[config.mk]
export PLATFORM = sky130hd
export DESIGN_NAME = cs3_window
export DESIGN_NICKNAME = d
export VERILOG_FILES = /design/src/rtl/cs3_pkg.sv /design/src/rtl/cs3_window.sv
export SDC_FILE = /design/constraint.sdc
export NUM_CORES = 1
export LEC_CHECK = 0
export ABC_AREA = 1
export BUFFER_PORTS_ARGS = -buffer_cell sky130_fd_sc_hd__buf_2
export CAP_MARGIN = 0
export CORE_AREA = 3 3 157 220
export DETAILED_ROUTE_END_ITERATION = 10
export DIE_AREA = 0 0 160 223
export PLACE_DENSITY = 0.78
export REMOVE_ABC_BUFFERS = 1
export SYNTH_ARGS = -nofsm -noshare
export SYNTH_HDL_FRONTEND = slang
export SYNTH_SLANG_ARGS = --single-unit
[constraint.sdc]
create_clock -name clock -period 2.8 [get_ports clock]
set_input_delay 0 -clock clock [delete_from_list [all_inputs] [get_ports clock]]
set_output_delay 0 -clock clock [all_outputs]
set_load 0.005 [all_outputs]
[src/rtl/cs3_pkg.sv]
package cs3_pkg;

   localparam int SAMPLE_W = 32;
   localparam int CNT_W    = 8;
   localparam int C20_W    = 37;   // 20 * sample
   localparam int SUM4_W   = 34;   // sum of four samples
   localparam int N_W      = 37;   // weighted stencil sum
   localparam int Y_W      = 33;   // rounded magnitude / 4, when not saturating

   localparam int MAX_WIDTH_DEF  = 256;
   localparam int MAX_HEIGHT_DEF = 256;

   localparam logic [CNT_W-1:0] REG_INTERIOR_COLS = 8'd0;
   localparam logic [CNT_W-1:0] REG_INTERIOR_ROWS = 8'd1;
   localparam logic [CNT_W-1:0] REG_RESET_VALUE   = 8'd254;

   // divide by 3 through reciprocals: ceil(2^17/3) and ceil(2^20/3)
   localparam logic [16:0] RECIP_HI   = 17'd43691;
   localparam logic [19:0] RECIP_LO   = 20'd349526;
   localparam logic [N_W-1:0] ROUND_BIAS = 37'd6;
   // (mag+6)/4 thresholds at or above which the quotient by 3 overflows
   localparam logic [34:0] SAT_POS_Y = 35'd6442450944;
   localparam logic [34:0] SAT_NEG_Y = 35'd6442450947;
   localparam logic [SAMPLE_W-1:0] SAT_POS_VAL = 32'h7FFF_FFFF;
   localparam logic [SAMPLE_W-1:0] SAT_NEG_VAL = 32'h8000_0000;

   typedef struct packed {
      logic produce;
      logic last;
   } tag_type;

   typedef struct packed {
      logic [SAMPLE_W-1:0] middle;
      logic [SAMPLE_W-1:0] upper;
   } line_word_type;

   typedef struct packed {
      logic signed [C20_W-1:0]  c20;
      logic signed [SUM4_W-1:0] corners;
      logic signed [SUM4_W-1:0] sides;
      logic                     last;
   } sums_type;

endpackage

[src/rtl/cs3_window.sv]
module cs3_window (
   input  logic                   clock,
   input  logic                   reset,
   input  logic                   shift_en,
   input  logic signed [31:0]     top,
   input  logic signed [31:0]     mid,
   input  logic signed [31:0]     bot,
   input  logic                   last,
   output cs3_pkg::sums_type      sums
);

   // columns c-2 (0..2) and c-1 (3..5), each top/mid/bot
   logic signed [cs3_pkg::SAMPLE_W-1:0] window_ff [6];
   logic signed [cs3_pkg::C20_W-1:0]    centre_ext;

   always_ff @(posedge clock) begin
      if (reset) begin
         for (int i = 0; i < 6; i++) begin
            window_ff[i] <= '0;
         end
      end else if (shift_en) begin
         window_ff[0] <= window_ff[3];
         window_ff[1] <= window_ff[4];
         window_ff[2] <= window_ff[5];
         window_ff[3] <= top;
         window_ff[4] <= mid;
         window_ff[5] <= bot;
      end
   end

   always_comb begin
      centre_ext   = {{5{window_ff[4][31]}}, window_ff[4]};
      sums.c20     = (centre_ext <<< 4) + (centre_ext <<< 2);
      sums.corners = {{2{window_ff[0][31]}}, window_ff[0]}
                   + {{2{window_ff[2][31]}}, window_ff[2]}
                   + {{2{top[31]}}, top}
                   + {{2{bot[31]}}, bot};
      sums.sides   = {{2{window_ff[1][31]}}, window_ff[1]}
                   + {{2{window_ff[3][31]}}, window_ff[3]}
                   + {{2{window_ff[5][31]}}, window_ff[5]}
                   + {{2{mid[31]}}, mid};
      sums.last    = last;
   end

endmodule

==> metrics.yaml, run 1 <==
synth:
  count_of_flip_flops_with_a_built_in_enable_after_synthesis: 192
  post_synthesis_compound_gate_area_fraction: 0.02149
  combinational_family_with_the_most_area_after_synthesis: "simple AND/OR/NAND/NOR gates"
  asyncSetResetFlopFracSynth: 0
  synth.mux.area_fraction: 0
  mappedNetlistArea_sq_um: 17870
  commonest_register_cell_after_synthesis: "sky130_fd_sc_hd__edfxtp_1"
  synth_xor_area_frac: 0.02254
  yosys.area_share.adder: 0.2146
  synthesis.yosys.warnings: 0
  synth.yosys.seq_area_share: 0.3226
  avgSynthCellArea_sq_um: 7.253
  ys_ff_latch: 192
  cell_variety_after_synth: 26
  yosys.area_share.simple: 0.2536
  synthCells: 2464
clock_tree:
  cts_buffer_depth: 2
  cts.clk_slew.worst_paths_ns: 0.08
  numCtsBuffers: 17
  root_buffer: "sky130_fd_sc_hd__clkbuf_16"
  cts_tree: "done"
  htreeDepth: 4
  clock-sinks: 192
  insertion_delay_ns: 0.47
final_layout:
  register_with_the_most_flip_flops: "window_ff"
  antennaDiodeCount: 0
  largest_register_ff_count: 192
  commonest_non_fill_non_tap_cell_in_the_layout: "sky130_fd_sc_hd__inv_1"
  design.final.nets: 3175
  final_core_util: 0.7239
  registers_with_the_highest_flip_flop_counts: "window_ff: 192 flops"
  layout_common_cells: "675 x sky130_fd_sc_hd__inv_1, 578 x sky130_fd_sc_hd__nand2_1, 266 x sky130_fd_sc_hd__nor2_1"
  area_added_between_synthesis_and_finish_pct: 32.03
  post_route_cells_drive_above_1_share: 0.2636
timing:
  rsz0062_at_grt: "true"
  timing.final.hold_violations: 0
  timing.setup.tns_ns: -24.98
  post-route-period-util: 1.198
  timing_max_transition_violations_final: 0
  max_freq_ghz: 0.2982
  worstMarginPinSlew_ns: 0.7099
  finalCriticalPeriod_ns: 3.354
  max_slew_margin: 0.5267
  final_worst_slack_ns: -0.5538
  final.setup_skew_ns: 0.01585
  setup_viol: 60
route:
  routed-via-count: 16523
  postRouteWirelength_um: 56570
  drcViolationCount: 0
  drt-pass1-iter-count: 6
  detailedRoute.firstIterationViolations: 1151
  antenna_left: 0
  wl_per_cell_um: 17.14
  avgViaCountPerCell: 5.007
place:
  port_buffers: 201
  gp_routability_congestion: 0.9360
  detailedPlacementHpwl_um: 41610
worst_setup_path:
  worst-path-max-fanout: 4
  r2r_start: "window_ff[5][2]"
  path_class: "register to output port"
  reg2regPathDepth: 5
  critical_path_arrival_ns: 3.35
  cp_slowest_stage_delay_ns: 0.55
  worst_setup_path_end_kind: "output port"
  worst_setup_endpoint: "sums[65]"
  crit_path_start: "window_ff[0][13]"
  cp_slowest_cell: "sky130_fd_sc_hd__fa_1"
  critical_path.reg2reg.endpoint: "window_ff[2][2]"
  worst_path_cell_chain: "inv_2 > fa_1 > fa_1 > inv_2 > ha_4 > nand2_4 > inv_2 > nand2_2 > nor3_2 > nand2_1 > nand2_2 > nand2_2 > nand2_1 > nand2_1 > nand2_1 > buf_2"
  critPathRequiredTime_ns: 2.80
  flop2flop_setup_slack_ns: 1.73
  path_common_cell: "sky130_fd_sc_hd__nand2_1"
  start_kind: "register"
grt:
  grt_use_total: 0.3071
  pin_count_of_the_biggest_net_entering_global_routing: 95
  first_pass_grt_wire_length_um: 85870
  grt_remaining_overflow: 0
  antenna_violations_before_repair: 0
  via_count_of_the_first_global_routing_pass: 16971
floorplanning:
  dieHeight_um: 223
  die-area_sq_um: 35680
  io_pins: 206
  dieWidth_um: 160
  initial_utilization: 0.5483
  num_rows: 78
  core_sq_um: 32600
power_and_ir_drop:
  power_density_nw_per_um2: 705.2
  p_leak_nw: 12.72
  vdd.ir_drop.worst_mv: 0.5043
status:
  violated_checks: "negative setup slack"
  status: "finished, violations left"
job:
  cap_violations: 0
worst_hold_path:
  hold_path_class: "input pin to output port"
## how the worst min path moves through the flow
stage	depth (start not counted)	startpoint	to
floorplan	0	last	sums[0]
global placement	0	last	sums[0]
detailed placement	0	last	sums[0]
CTS	0	last	sums[0]
global route	0	last	sums[0]
finish	0	last	sums[0]
## worst max-delay path, delay by kind of cell (launching register included)
kind                       cells  cell delay, ns
adders and majority gates      3            1.31
DFF                            1            0.45
and+or+nand+nor                9            0.78
buffers and inverters          4            0.34
## metal layers
layer | GRT usage | up-vias | routed length, um
li1 | - | 7916 | -
met1 | 0.3264 | 7730 | 19790
met2 | 0.5801 | 693 | 30360
met3 | 0.04160 | 184 | 3011
met4 | 0.1689 | 0 | 3396
met5 | 0 | - | 0
## cells by family after synthesis
kind of cell             after synthesis
XOR/XNOR                              46
flip-flops                           192
buffers and inverters                774
AND/OR/NAND/NOR                     1151
adder cells (fa/ha/maj)              228
other                                  1
AO/OA/AOI/OAI                         72
## report_power, final
part	total, W	leakage (nW)	switching (W)	internal [W]
Clock	0.00244	0.278	0.00125	0.00119
Sequential	0.00350	2.11	0.000118	0.00338
Combinational	0.0107	10.3	0.00622	0.00448
Total	0.0166	12.7	0.00759	0.00905
## cell usage after synthesis, types with 6 or more instances
master,instances,area (sq um)
sky130_fd_sc_hd__a21oi_1,63,315.3
sky130_fd_sc_hd__buf_2,15,75.07
sky130_fd_sc_hd__buf_4,6,45.04
sky130_fd_sc_hd__clkbuf_1,6,22.52
sky130_fd_sc_hd__edfxtp_1,192,5766
sky130_fd_sc_hd__fa_1,131,2623
sky130_fd_sc_hd__ha_1,97,1214
sky130_fd_sc_hd__inv_1,747,2804
sky130_fd_sc_hd__nand2_1,713,2676
sky130_fd_sc_hd__nand2_2,21,131.4
sky130_fd_sc_hd__nand3_1,77,385.4
sky130_fd_sc_hd__nand4_1,9,56.30
sky130_fd_sc_hd__nor2_1,310,1164
sky130_fd_sc_hd__nor3_1,13,65.06
sky130_fd_sc_hd__xor2_1,41,359.1
## final cells by class
cell class	instances	area [sq um]
clock buffers	18	429.2
repair buffers	390	2768
well taps	440	550.5
clock inverters	14	140.1
multi-input cells	1499	11130
flip-flops and latches	192	5766
inverters	747	2809
fillers	2459	9000
## repair_timing
item	in CTS	in global routing
setup endpoints to repair	62	69
hold buffers	96	0
gates resized for setup	298	208
endpoints found under the hold margin	96	0
pin swaps	121	103
buffers inserted	8	9
## per-stage QoR
step	area (sq um)	instances	worst slack, ns	hold WS, ns	power (W)
floorplan	17730	2438	-0.5809	0	0.008203
global placement	19950	3159	-0.1979	0.00003458	0.01136
detailed placement	19950	3159	-0.2398	0.00003458	0.01148
CTS	22830	3294	-0.5101	0.00003458	0.01540
global route	23600	3300	-0.6353	0.00003332	0.01764
finish	23600	3300	-0.5538	0.00001102	0.01664
(Power assumes the default switching activity.)
==> inputs of run 2 (changes only) <==
CORE_AREA = 3 3 185 187   (was 3 3 157 220)
DIE_AREA = 0 0 188 190   (was 0 0 160 223)
==> run 2 against run 1 <==
Compared with the run above:
- the flow still finishes with violations (negative setup slack)
- core utilization up 2.1 points
- largest power group unchanged
- die area rose by 0.11%
- critical path type unchanged
- combinational power grew 8%
- maximum frequency is 2.0% lower
- power increased by 6.2%
- hold slack unchanged
- highest routed layer unchanged
- sequential cell count unchanged
- setup slack got worse by 0.070 ns
- clock power rose by 5%
==> metrics.yaml, run 2 (synthesis results as in run 1) <==
floorplanning:
  core_sq_um: 32620
  initial_utilization: 0.5479
  dieWidth_um: 188
  num_rows: 66
  dieHeight_um: 190
  die-area_sq_um: 35720
  io_pins: 206
grt:
  grt_remaining_overflow: 0
  via_count_of_the_first_global_routing_pass: 17384
  grt_use_total: 0.3249
  pin_count_of_the_biggest_net_entering_global_routing: 115
  first_pass_grt_wire_length_um: 90150
  antenna_violations_before_repair: 0
place:
  place.detailed.instances: 3155
  port_buffers: 201
  gp_routability_congestion: 0.9623
  detailedPlacementHpwl_um: 40980
clock_tree:
  numCtsBuffers: 17
  htreeDepth: 4
  cts_buffer_depth: 2
  clock-sinks: 192
  cts_tree: "done"
  root_buffer: "sky130_fd_sc_hd__clkbuf_16"
  cts.clk_slew.worst_paths_ns: 0.07
  insertion_delay_ns: 0.48
status:
  status: "finished, violations left"
  violated_checks: "negative setup slack"
final_layout:
  n_fill_cell: 2265
  post_route_cells_drive_above_1_share: 0.2820
  post_layout_nonfiller_instances: 3318
  layout.area.seq_sq_um: 5766
  area_added_between_synthesis_and_finish_pct: 35.92
  register_with_the_most_flip_flops: "window_ff"
  largest_register_ff_count: 192
  design.final.nets: 3191
  multi_input_comb_area_sq_um: 11640
  antennaDiodeCount: 0
  commonest_non_fill_non_tap_cell_in_the_layout: "sky130_fd_sc_hd__inv_1"
  layout_common_cells: "680 x sky130_fd_sc_hd__inv_1, 544 x sky130_fd_sc_hd__nand2_1, 260 x sky130_fd_sc_hd__nor2_1"
  registers_with_the_highest_flip_flop_counts: "window_ff: 192 flops"
  final_core_util: 0.7447
route:
  drt-pass1-iter-count: 5
  antenna_left: 0
  detailedRoute.firstIterationViolations: 1430
  wl_per_cell_um: 17.69
  postRouteWirelength_um: 58690
  avgViaCountPerCell: 5.077
  routed-via-count: 16844
  drcViolationCount: 0
power_and_ir_drop:
  power_density_nw_per_um2: 727.6
  vdd.ir_drop.worst_mv: 0.6005
  p_leak_nw: 13.14
worst_setup_path:
  worst-path-max-fanout: 3
  path_class: "register to output port"
  worst_setup_path_end_kind: "output port"
  start_kind: "register"
  critical_path_arrival_ns: 3.42
  critPathRequiredTime_ns: 2.80
timing:
  rsz0062_at_grt: "true"
  finalHoldWorstSlack_ns: 0.00001102
  timing_max_transition_violations_final: 0
  worstMarginPinSlew_ns: 0.7016
  max_slew_margin: 0.5323
  finalCriticalPeriod_ns: 3.424
  max_freq_ghz: 0.2921
  setup_viol: 62
  final_worst_slack_ns: -0.6238
  final.setup_skew_ns: 0.01287
  timing.final.hold_violations: 0
  post-route-period-util: 1.223
worst_hold_path:
  hold_path_class: "input pin to output port"
job:
  cap_violations: 0
## run 2: cell types whose count changed in the layout (fill, tap and decap cells not counted), sizes merged
cell and change:
inv -3, buf +16, bufinv +2, clkinvlp +1
## run 2: cell type report
cell class,instances,area share
Clock buffer,18,0.01767
Clock inverter,14,0.006335
Inverter,747,0.1159
Multi-Input combinational cell,1499,0.4791
Sequential cell,192,0.2373
Tap cell,442,0.02277
Timing Repair Buffer,406,0.1209
## run 2: power by group
| part | total (W) | internal, W | switching (W) |
|---|---|---|---|
| logic | 0.0116 | 0.00481 | 0.00679 |
| registers | 0.00351 | 0.00339 | 0.000125 |
| clock network | 0.00257 | 0.00133 | 0.00123 |
## run 2: through the flow
step / setup TNS (ns) / area [sq um] / power (W) / worst slack [ns]
global placement: -2.632 / 19900 / 0.01140 / -0.2513
finish: -28.02 / 24290 / 0.01768 / -0.6238
floorplan: -113.38 / 17730 / 0.008203 / -0.5809
global route: -34.54 / 24290 / 0.01872 / -0.7352
detailed placement: -4.650 / 19900 / 0.01152 / -0.3252
CTS: -22.90 / 23430 / 0.01625 / -0.5424
## run 2: final timing paths
path / slack (ns) / to / depth (start not counted) / from
max: -0.62 / sums[8] / 12 / window_ff[5][1]
min: 0.00001 / sums[0] / 0 / last
max reg2reg: 1.81 / window_ff[2][9] / 4 / window_ff[5][9]
min reg2reg: 0.58 / window_ff[2][14] / 2 / window_ff[5][14]
## run 2: repair_timing
item	CTS	global route
endpoints found under the setup margin	62	65
buffers inserted	23	17
hold buffers	96	0
hold endpoints to repair	96	0
pin swaps	160	129
resized for setup	440	187
## run 2: per-layer routing
metal / track usage / vias to the layer above / routed length [um]
met5: 0 / - / 0
met4: 0.1795 / 0 / 3536
met3: 0.06210 / 181 / 4245
met2: 0.5556 / 798 / 28780
met1: 0.3883 / 7937 / 22120
li1: - / 7928 / -
## run 2: worst max-delay path: stages, from the launching register on
cell and delay [ns]:
sky130_fd_sc_hd__edfxtp_1 0.43, sky130_fd_sc_hd__fa_1 0.53, sky130_fd_sc_hd__fa_1 0.47, sky130_fd_sc_hd__ha_4 0.21, sky130_fd_sc_hd__fa_2 0.42, sky130_fd_sc_hd__nand2_2 0.10
sky130_fd_sc_hd__nand2_4 0.06, sky130_fd_sc_hd__nand3_2 0.07, sky130_fd_sc_hd__nand2_2 0.07, sky130_fd_sc_hd__buf_4 0.14, sky130_fd_sc_hd__buf_4 0.13, sky130_fd_sc_hd__xor2_2 0.17
sky130_fd_sc_hd__buf_2 0.15
