**config.mk**
```make
export PLATFORM = sky130hd
export DESIGN_NAME = cs3_round_div
export DESIGN_NICKNAME = d
export VERILOG_FILES = /design/src/rtl/cs3_pkg.sv /design/src/rtl/cs3_round_div.sv
export SDC_FILE = /design/constraint.sdc
export NUM_CORES = 1
export LEC_CHECK = 0
export ABC_AREA = 1
export ABC_CLOCK_PERIOD_IN_PS = 7600
export BUFFER_PORTS_ARGS = -buffer_cell sky130_fd_sc_hd__buf_2
export CAP_MARGIN = 20
export CORE_ASPECT_RATIO = 0.7
export CORE_MARGIN = 2
export CORE_UTILIZATION = 51
export CTS_CLUSTER_DIAMETER = 150
export CTS_CLUSTER_SIZE = 20
export DETAILED_ROUTE_END_ITERATION = 10
export PLACE_DENSITY_LB_ADDON = 0.15
export SKIP_LAST_GASP = 1
export SLEW_MARGIN = 30
export SYNTH_ARGS = -nofsm -noshare
export SYNTH_HDL_FRONTEND = slang
export SYNTH_SLANG_ARGS = --single-unit
```
**constraint.sdc**
```tcl
create_clock -name clock -period 7.6 [get_ports clock]
set_input_delay 0.76 -clock clock [delete_from_list [all_inputs] [get_ports clock]]
set_output_delay 0.76 -clock clock [all_outputs]
set_load 0.01 [all_outputs]
```
**src/rtl/cs3_pkg.sv**
```systemverilog
package cs3_pkg;

   localparam int SAMPLE_W = 32;
   localparam int CNT_W    = 8;
   localparam int C20_W    = 37;   // 20 * sample
   localparam int SUM4_W   = 34;   // sum of four samples
   localparam int N_W      = 37;   // weighted stencil sum
   localparam int Y_W      = 33;   // rounded magnitude / 4, when not saturating

   localparam int MAX_WIDTH_DEF  = 256;
   localparam int MAX_HEIGHT_DEF = 256;

   localparam logic [CNT_W-1:0] REG_INTERIOR_COLS = 8'd0;
   localparam logic [CNT_W-1:0] REG_INTERIOR_ROWS = 8'd1;
   localparam logic [CNT_W-1:0] REG_RESET_VALUE   = 8'd254;

   // divide by 3 through reciprocals: ceil(2^17/3) and ceil(2^20/3)
   localparam logic [16:0] RECIP_HI   = 17'd43691;
   localparam logic [19:0] RECIP_LO   = 20'd349526;
   localparam logic [N_W-1:0] ROUND_BIAS = 37'd6;
   // (mag+6)/4 thresholds at or above which the quotient by 3 overflows
   localparam logic [34:0] SAT_POS_Y = 35'd6442450944;
   localparam logic [34:0] SAT_NEG_Y = 35'd6442450947;
   localparam logic [SAMPLE_W-1:0] SAT_POS_VAL = 32'h7FFF_FFFF;
   localparam logic [SAMPLE_W-1:0] SAT_NEG_VAL = 32'h8000_0000;

   typedef struct packed {
      logic produce;
      logic last;
   } tag_type;

   typedef struct packed {
      logic [SAMPLE_W-1:0] middle;
      logic [SAMPLE_W-1:0] upper;
   } line_word_type;

   typedef struct packed {
      logic signed [C20_W-1:0]  c20;
      logic signed [SUM4_W-1:0] corners;
      logic signed [SUM4_W-1:0] sides;
      logic                     last;
   } sums_type;

endpackage

```
**src/rtl/cs3_round_div.sv**
```systemverilog
module cs3_round_div (
   input  logic                clock,
   input  logic                reset,
   input  logic                in_valid,
   output logic                in_ready,
   input  cs3_pkg::sums_type   in_sums,
   output logic                out_valid,
   input  logic                out_ready,
   output logic [31:0]         out_value,
   output logic                out_last
);

   localparam int NST = 7;

   typedef struct packed {
      logic neg;
      logic sat;
      logic last;
   } flags_type;

   logic [NST-1:0] vld_ff;
   logic [NST-1:0] load;

   cs3_pkg::sums_type                s0_ff;
   logic signed [cs3_pkg::N_W-1:0]   n_ff;
   logic                             n_last_ff;
   logic [cs3_pkg::Y_W-1:0]          y_ff;
   flags_type                        f2_ff, f3_ff, f4_ff, f5_ff;
   logic [15:0]                      qh3_ff, qh4_ff, qh5_ff;
   logic [15:0]                      yh3_ff;
   logic [16:0]                      yl3_ff;
   logic [18:0]                      t_ff;
   logic [16:0]                      qt_ff;
   logic [31:0]                      value_ff;
   logic                             last_ff;

   logic signed [cs3_pkg::N_W-1:0]   n_in;
   logic [cs3_pkg::N_W-1:0]          mag;
   logic [cs3_pkg::N_W-1:0]          biased;
   logic [34:0]                      y_full;
   flags_type                        f2_in;
   logic [32:0]                      prod_h;
   logic [15:0]                      rh_full;
   logic [38:0]                      prod_t;
   logic [31:0]                      q;
   logic [31:0]                      value_in;

   always_comb begin
      load[NST-1] = ~vld_ff[NST-1] | out_ready;
      for (int i = NST - 2; i >= 0; i--) begin
         load[i] = ~vld_ff[i] | load[i+1];
      end
   end

   assign in_ready = load[0];

   always_ff @(posedge clock) begin
      if (reset) begin
         vld_ff <= '0;
      end else begin
         if (load[0]) vld_ff[0] <= in_valid;
         for (int i = 1; i < NST; i++) begin
            if (load[i]) vld_ff[i] <= vld_ff[i-1];
         end
      end
   end

   always_comb begin
      n_in = s0_ff.c20
           - {{3{s0_ff.corners[cs3_pkg::SUM4_W-1]}}, s0_ff.corners}
           - {{3{s0_ff.sides[cs3_pkg::SUM4_W-1]}}, s0_ff.sides};

      // round half away from zero on the magnitude: (|n| + 6) / 12
      f2_in.neg  = n_ff[cs3_pkg::N_W-1];
      mag        = f2_in.neg ? (cs3_pkg::N_W'(0) - n_ff) : n_ff;
      biased     = mag + cs3_pkg::ROUND_BIAS;
      y_full     = biased[36:2];
      f2_in.sat  = f2_in.neg ? (y_full >= cs3_pkg::SAT_NEG_Y) : (y_full >= cs3_pkg::SAT_POS_Y);
      f2_in.last = n_last_ff;

      // y / 3 split as high 16 bits and low 17 bits
      prod_h  = 33'(y_ff[32:17]) * 33'(cs3_pkg::RECIP_HI);
      rh_full = yh3_ff - ((qh3_ff << 1) + qh3_ff);
      prod_t  = 39'(t_ff) * 39'(cs3_pkg::RECIP_LO);

      q = {qh5_ff[14:0], qt_ff};
      if (f5_ff.sat) begin
         value_in = f5_ff.neg ? cs3_pkg::SAT_NEG_VAL : cs3_pkg::SAT_POS_VAL;
      end else begin
         value_in = f5_ff.neg ? (32'd0 - q) : q;
      end
   end

   always_ff @(posedge clock) begin
      if (load[0]) s0_ff <= in_sums;
      if (load[1]) begin
         n_ff      <= n_in;
         n_last_ff <= s0_ff.last;
      end
      if (load[2]) begin
         y_ff  <= y_full[32:0];
         f2_ff <= f2_in;
      end
      if (load[3]) begin
         qh3_ff <= prod_h[32:17];
         yh3_ff <= y_ff[32:17];
         yl3_ff <= y_ff[16:0];
         f3_ff  <= f2_ff;
      end
      if (load[4]) begin
         t_ff   <= {rh_full[1:0], yl3_ff};
         qh4_ff <= qh3_ff;
         f4_ff  <= f3_ff;
      end
      if (load[5]) begin
         qt_ff  <= prod_t[36:20];
         qh5_ff <= qh4_ff;
         f5_ff  <= f4_ff;
      end
      if (load[6]) begin
         value_ff <= value_in;
         last_ff  <= f5_ff.last;
      end
   end

   assign out_valid = vld_ff[NST-1];
   assign out_value = value_ff;
   assign out_last  = last_ff;

endmodule
```
==> flow_summary.json, run 1 <==
{
  "status": "finished clean",
  "ys_seq_area_share_pct": 35.81,
  "multiInputGateArea_um2": 15020,
  "hold_start": "in_sums[38]",
  "ant_nets": 0,
  "clkTransAtPathRegs_ps": 100,
  "fill_cells": 4735,
  "via_count": 18642,
  "whs_ps": 380.9,
  "cts_root_buf": "clkbuf_16",
  "async_flop_share_pct": 0,
  "clkSinkCount": 329,
  "ys.flop_type": "edfxtp_1",
  "min_period_ps": 5806,
  "clock_path_buffers": 3,
  "grt.total_usage_pct": 22.72,
  "grt_max_degree": 67,
  "critPathArrivalTime_ps": 6110,
  "core_area_um2": 53390,
  "setup_tns_ps": 0,
  "worstMarginPinSlew_ps": 769.0,
  "skew_ps": 19.83,
  "portBuffers": 144,
  "wl_per_cell_um": 16.58,
  "drcViolationCount": 0,
  "critical_path.startpoint": "t_ff[11]$_DFFE_PP_",
  "cp-start-kind": "flip-flop",
  "synth_top_cell_by_area": "edfxtp_1",
  "path_cells": "ha_1, ha_1, inv_1, fa_1, fa_1, inv_1, fa_1, inv_1, fa_1, inv_1, ha_1, nand2_1, nor2_1, nand4_1, o21ai_0, nand3_1, nand3_1, nand2_1, o21ai_0, a21oi_1, xnor2_1",
  "maxCapViolations": 0,
  "setup_viol": 0,
  "gp_congestion": 0.9369,
  "die_width_um": 281.0,
  "cp_top_family": "adder cells",
  "synth_edf_count": 322,
  "start_util_pct": 51.30,
  "synth_area_um2": 27390,
  "grt_pass1_vias": 19004,
  "grt_setup_unrepaired": "false",
  "syn_nets": 3427,
  "cts_tree": "built",
  "row_count": 71,
  "ios": 145,
  "cts-buffers-inserted": 20,
  "cpMaxStageDelayCell": "fa_1",
  "grt.overflow.total": 0,
  "drive_above_1_share_pct": 8.749,
  "ys_types": 51,
  "min_path_type": "in2reg",
  "cts_resized": 0,
  "drv_slew": 0,
  "syn-mean-instance-area_um2": 9.942,
  "post_cts.repair.setup_buffers": 0,
  "hpwlAfterDp_um": 50820,
  "ff_latch_area_um2": 9809,
  "clock_latency_ps": 550,
  "synthCells": 2755,
  "hold_viol_final": 0,
  "end_kind": "flip-flop",
  "worstSetupPathType": "reg2reg",
  "grt_pass1_wl_um": 99730,
  "cts.htree.levels": 1,
  "vias_per_cell": 5.099,
  "critPathMaxStageDelay_ps": 540,
  "antenna_found_initial": 0,
  "fin_nets": 3590,
  "crit_fanout": 6,
  "syn_to_final_growth_pct": 8.021,
  "drt_iter0_markers": 1442,
  "worst-path-buf-inv": 4,
  "maxSlewHeadroom_pct": 48.73,
  "netlist.area_leader.share_pct": 35.30,
  "synth_seq_cells": 329,
  "cp.required_ps": 7900,
  "dr.pass1.iters": 5,
  "yosys-top-cells-area": "edfxtp_1 (35%), fa_1 (17%), ha_1 (15%), inv_1 (8.9%), nand2_1 (5.0%)",
  "diodes": 0,
  "yosysWarnings": 0,
  "die-area_um2": 55610,
  "drt_wl_total_um": 60610,
  "min_period_over_period_pct": 76.39,
  "fmax_mhz": 172.2,
  "ctsHoldBuffers": 0,
  "dieHeight_um": 197.9,
  "rr_startpoint": "t_ff[11]$_DFFE_PP_"
}
cells in the final DEF (no fill, tap or decap), types with 6 or more instances in the layout:
cell type / instances
o21a_1: 10
clkbuf_1: 7
nand4_1: 33
clkbuf_16: 21
xnor2_1: 45
nor4_1: 9
buf_4: 10
nand2_2: 21
o21bai_1: 6
nand3_2: 7
inv_2: 8
nand3_1: 102
o21ai_0: 71
nor2_2: 13
nor2_4: 8
xor2_1: 78
buf_2: 144
ha_1: 332
inv_1: 650
nand2_1: 361
a21oi_1: 131
nand2_4: 10
dfxtp_1: 7
a31oi_1: 14
o221ai_1: 7
edfxtp_1: 322
nor2_1: 184
nor3_1: 27
a21o_1: 8
o211ai_1: 7
fa_1: 230
per-layer routing:
metal	GRT usage, %	vias to the layer above	share of wire, %
met2	33.30	461	41
met5	0	-	0
met1	36.49	8929	53
li1	-	9210	-
met3	3.103	42	5.1
met4	2.773	0	0.97
cells in the mapped netlist (3+ instances only):
cell / instances
a211oi_1: 3
a21o_1: 8
a21oi_1: 131
a31oi_1: 14
and2_1: 4
buf_6: 4
clkbuf_1: 6
dfxtp_1: 7
edfxtp_1: 322
fa_1: 230
ha_1: 332
inv_1: 650
inv_2: 8
nand2_1: 362
nand2_2: 21
nand2_4: 9
nand3_1: 102
nand3_2: 7
nand4_1: 33
nor2_1: 184
nor2_2: 13
nor2_4: 8
nor2_8: 4
nor3_1: 27
nor4_1: 9
o211ai_1: 7
o21a_1: 10
o21ai_0: 71
o21ai_1: 3
o21bai_1: 6
o221ai_1: 7
o31ai_1: 4
or2_2: 4
xnor2_1: 45
xor2_1: 78
registers in the layout (all words and copies together) (netlist names):
signal,count
f3_ff,3
qh3_ff,15
yl3_ff,17
out_value,32
t_ff,19
out_last,1
yh3_ff,2
qh4_ff,15
n_ff,37
vld_ff,7
y_ff,33
f4_ff,3
f5_ff,3
s0_ff,106
f2_ff,3
qh5_ff,15
qt_ff,17
n_last_ff,1
kinds of logic (layout without fill, tap and decap cells):
| logic type | count (synthesis) | count (layout) | synth area share [%] |
|---|---|---|---|
| AO/OA/AOI/OAI | 271 | 271 | 5.536 |
| XOR/XNOR | 124 | 124 | 3.992 |
| adder cells (fa/ha/maj) | 562 | 562 | 31.98 |
| buffers and inverters | 673 | 844 | 9.364 |
| flip-flops | 329 | 329 | 35.81 |
| AND/OR/NAND/NOR | 796 | 796 | 13.32 |
per-stage QoR:
stage / cells / worst slack, ps / util [%] / area (um^2)
2_1_floorplan: 2755 / 387.8 / - / 27390
3_3_place_gp: 3626 / 1951 / 54.36 / 29020
3_5_place_dp: 3626 / 1833 / 54.36 / 29020
4_1_cts: 3656 / 1811 / 55.42 / 29590
5_1_grt: 3656 / 1424 / 55.42 / 29590
6_report: 3656 / 1794 / 55.42 / 29590
layout make-up:
type                    count  share of cell area [%]
clock inverters             2                 0.05497
multi-input cells        1753                   50.78
well taps                 730                   3.087
clock buffers              28                   1.865
repair buffers            154                   2.689
flip-flops and latches    329                   33.15
inverters                 660                   8.373
final timing paths:
kind / depth (start not counted) / slack [ps] / to
max: 21 / 1790 / qt_ff[9]$_DFFE_PP_
min: 1 / 380 / s0_ff[38]$_DFFE_PP_
max reg2reg: 21 / 1790 / qt_ff[9]$_DFFE_PP_
min reg2reg: 0 / 410 / t_ff[4]$_DFFE_PP_
Power of run 1 is left out: the tool's default activity adds up to more than one toggle a clock period on the data nets, which glitch-free logic cannot reach.
==> run 2, diff against run 1 <==
Settings changed: ABC_CLOCK_PERIOD_IN_PS 7600 to 5700.
Clock period 7.6 ns to 5.7 ns, I/O delays scaled along.
==> flow_summary.json, run 2 (synthesized netlist as in run 1, its figures left out) <==
{
  "status": "finished clean",
  "hold_viol_final": 0,
  "min_path_type": "in2reg",
  "grt.overflow.total": 0,
  "antenna_found_initial": 1,
  "min_period_over_period_pct": 95.04,
  "core_area_um2": 53390,
  "cts-buffers-inserted": 20,
  "end_kind": "flip-flop",
  "cts_tree": "built",
  "drive_above_1_share_pct": 10.28,
  "regToRegSetupSlack_ps": 280,
  "drt_iter0_markers": 1371,
  "ant_nets": 0,
  "start_util_pct": 51.30,
  "dieHeight_um": 197.9,
  "hold_start": "in_sums[101]",
  "cts_root_buf": "clkbuf_16",
  "cp.required_ps": 5980,
  "skew_ps": 25.34,
  "top_register": "s0_ff",
  "clock_path_buffers": 3,
  "maxSlewHeadroom_pct": 42.74,
  "setup_tns_ps": 0,
  "fmax_mhz": 184.6,
  "critPathArrivalTime_ps": 5700,
  "row_count": 71,
  "hold_path_end": "s0_ff[101]$_DFFE_PP_",
  "crit_fanout": 4,
  "diodes": 0,
  "ios": 145,
  "drv_slew": 0,
  "rr_worst_depth": 20,
  "grt_pass1_vias": 19081,
  "clkTransAtPathRegs_ps": 100,
  "min_period_ps": 5417,
  "r2r-end": "qh3_ff[12]$_DFFE_PP_",
  "die_width_um": 281.0,
  "grt_max_degree": 109,
  "largest_register_ffs": 106,
  "via_count": 18650,
  "wl_per_cell_um": 16.40,
  "gp_congestion": 0.9407,
  "hpwlAfterDp_um": 50890,
  "reg_top3": "s0_ff: 106 flops, n_ff: 37 flops, y_ff: 33 flops",
  "drt_wl_total_um": 60600,
  "drcViolationCount": 0,
  "portBuffers": 144,
  "cp-start-kind": "flip-flop",
  "dr.pass1.iters": 6,
  "layout_common_cells": "inv_1 (647), nand2_1 (361), ha_1 (330), edfxtp_1 (322), fa_1 (230)",
  "rr_startpoint": "y_ff[20]$_DFFE_PP_",
  "mostFrequentLayoutCell": "inv_1",
  "grt.total_usage_pct": 22.73,
  "vias_per_cell": 5.046,
  "worstMarginPinSlew_ps": 858.9,
  "cts.htree.levels": 1,
  "grt_setup_unrepaired": "true",
  "worstSetupPathType": "reg2reg",
  "die-area_um2": 55610,
  "fin_nets": 3625,
  "clock_latency_ps": 540,
  "syn_to_final_growth_pct": 9.387,
  "setup_viol": 0,
  "grt_pass1_wl_um": 99990,
  "maxCapViolations": 0,
  "holdPathStages": 1,
  "clkSinkCount": 329
}
-- run 2: changes by cell type in the layout (fill, tap and decap cells not counted), moves of 4 or more --
cell	previous run	this run
buf_4	10	45
a21oi_1	131	127
o21ai_0	71	64
o21ai_1	3	8
a21oi_2	0	4
clkbuf_1	7	13
-- run 2: repair_timing --
item,CTS,global route
setup buffers,0,16
hold buffers,0,0
setup endpoints to repair,0,18
gates resized for setup,0,20
hold endpoints to repair,0,0
-- run 2: per-layer routing --
| metal | vias to the layer above | GRT usage, % | share of wire [%] | routed length, um |
|---|---|---|---|---|
| li1 | 9279 | - | - | - |
| met1 | 8841 | 35.39 | 52 | 31320 |
| met2 | 492 | 33.94 | 41 | 25100 |
| met3 | 38 | 4.012 | 5.9 | 3605 |
| met4 | 0 | 2.793 | 0.95 | 573 |
| met5 | - | 0 | 0 | 0 |
-- run 2: worst max-delay path by stage --
stage / startpoint / end / slack [ps] / depth (start not counted)
floorplan: out_ready / n_ff[0]$_DFFE_PP_ / 20 / 12
global placement: y_ff[27]$_DFFE_PP_ / qh3_ff[9]$_DFFE_PP_ / 200 / 20
detailed placement: y_ff[27]$_DFFE_PP_ / qh3_ff[9]$_DFFE_PP_ / 180 / 20
CTS: y_ff[20]$_DFFE_PP_ / qh3_ff[12]$_DFFE_PP_ / 130 / 19
global route: y_ff[19]$_DFFE_PP_ / qh3_ff[11]$_DFFE_PP_ / -40 / 21
finish: y_ff[20]$_DFFE_PP_ / qh3_ff[12]$_DFFE_PP_ / 280 / 20
-- run 2: cell type report --
cell class | count | area, um^2
Fill cell | 4752 | 23430
Clock buffer | 34 | 574.3
Timing Repair Buffer | 189 | 1059
Clock inverter | 1 | 16.27
Multi-Input combinational cell | 1753 | 15100
Tap cell | 730 | 913.4
Sequential cell | 329 | 9809
Inverter | 660 | 2489
-- run 2: worst max-delay path, stage by stage (launching register included) --
cell and delay [ps]:
edfxtp_1 420, buf_4 180, ha_4 310, inv_1 70, fa_1 480, fa_1 510, inv_1 50, fa_1 530
inv_1 60, fa_1 500, fa_1 560, inv_1 50, ha_1 330, a21oi_2 180, o21a_1 130, inv_1 50
nand2_1 70, a21boi_0 90, a2111oi_1 300, nand2_1 120, xor2_1 170
-- run 2: stage by stage --
stage	cell area (um^2)	hold slack, ps	setup slack (ps)	util (%)	instances
after floorplan	27420	400.3	24.82	-	2755
after global placement	29190	400.2	202.8	54.66	3645
after detailed placement	29190	404.5	181.0	54.66	3645
after CTS	29780	164.3	127.5	55.77	3680
after global routing	29960	158.0	-43.23	56.12	3696
final	29960	194.0	282.5	56.12	3696
Power of run 2 is left out for the same reason.
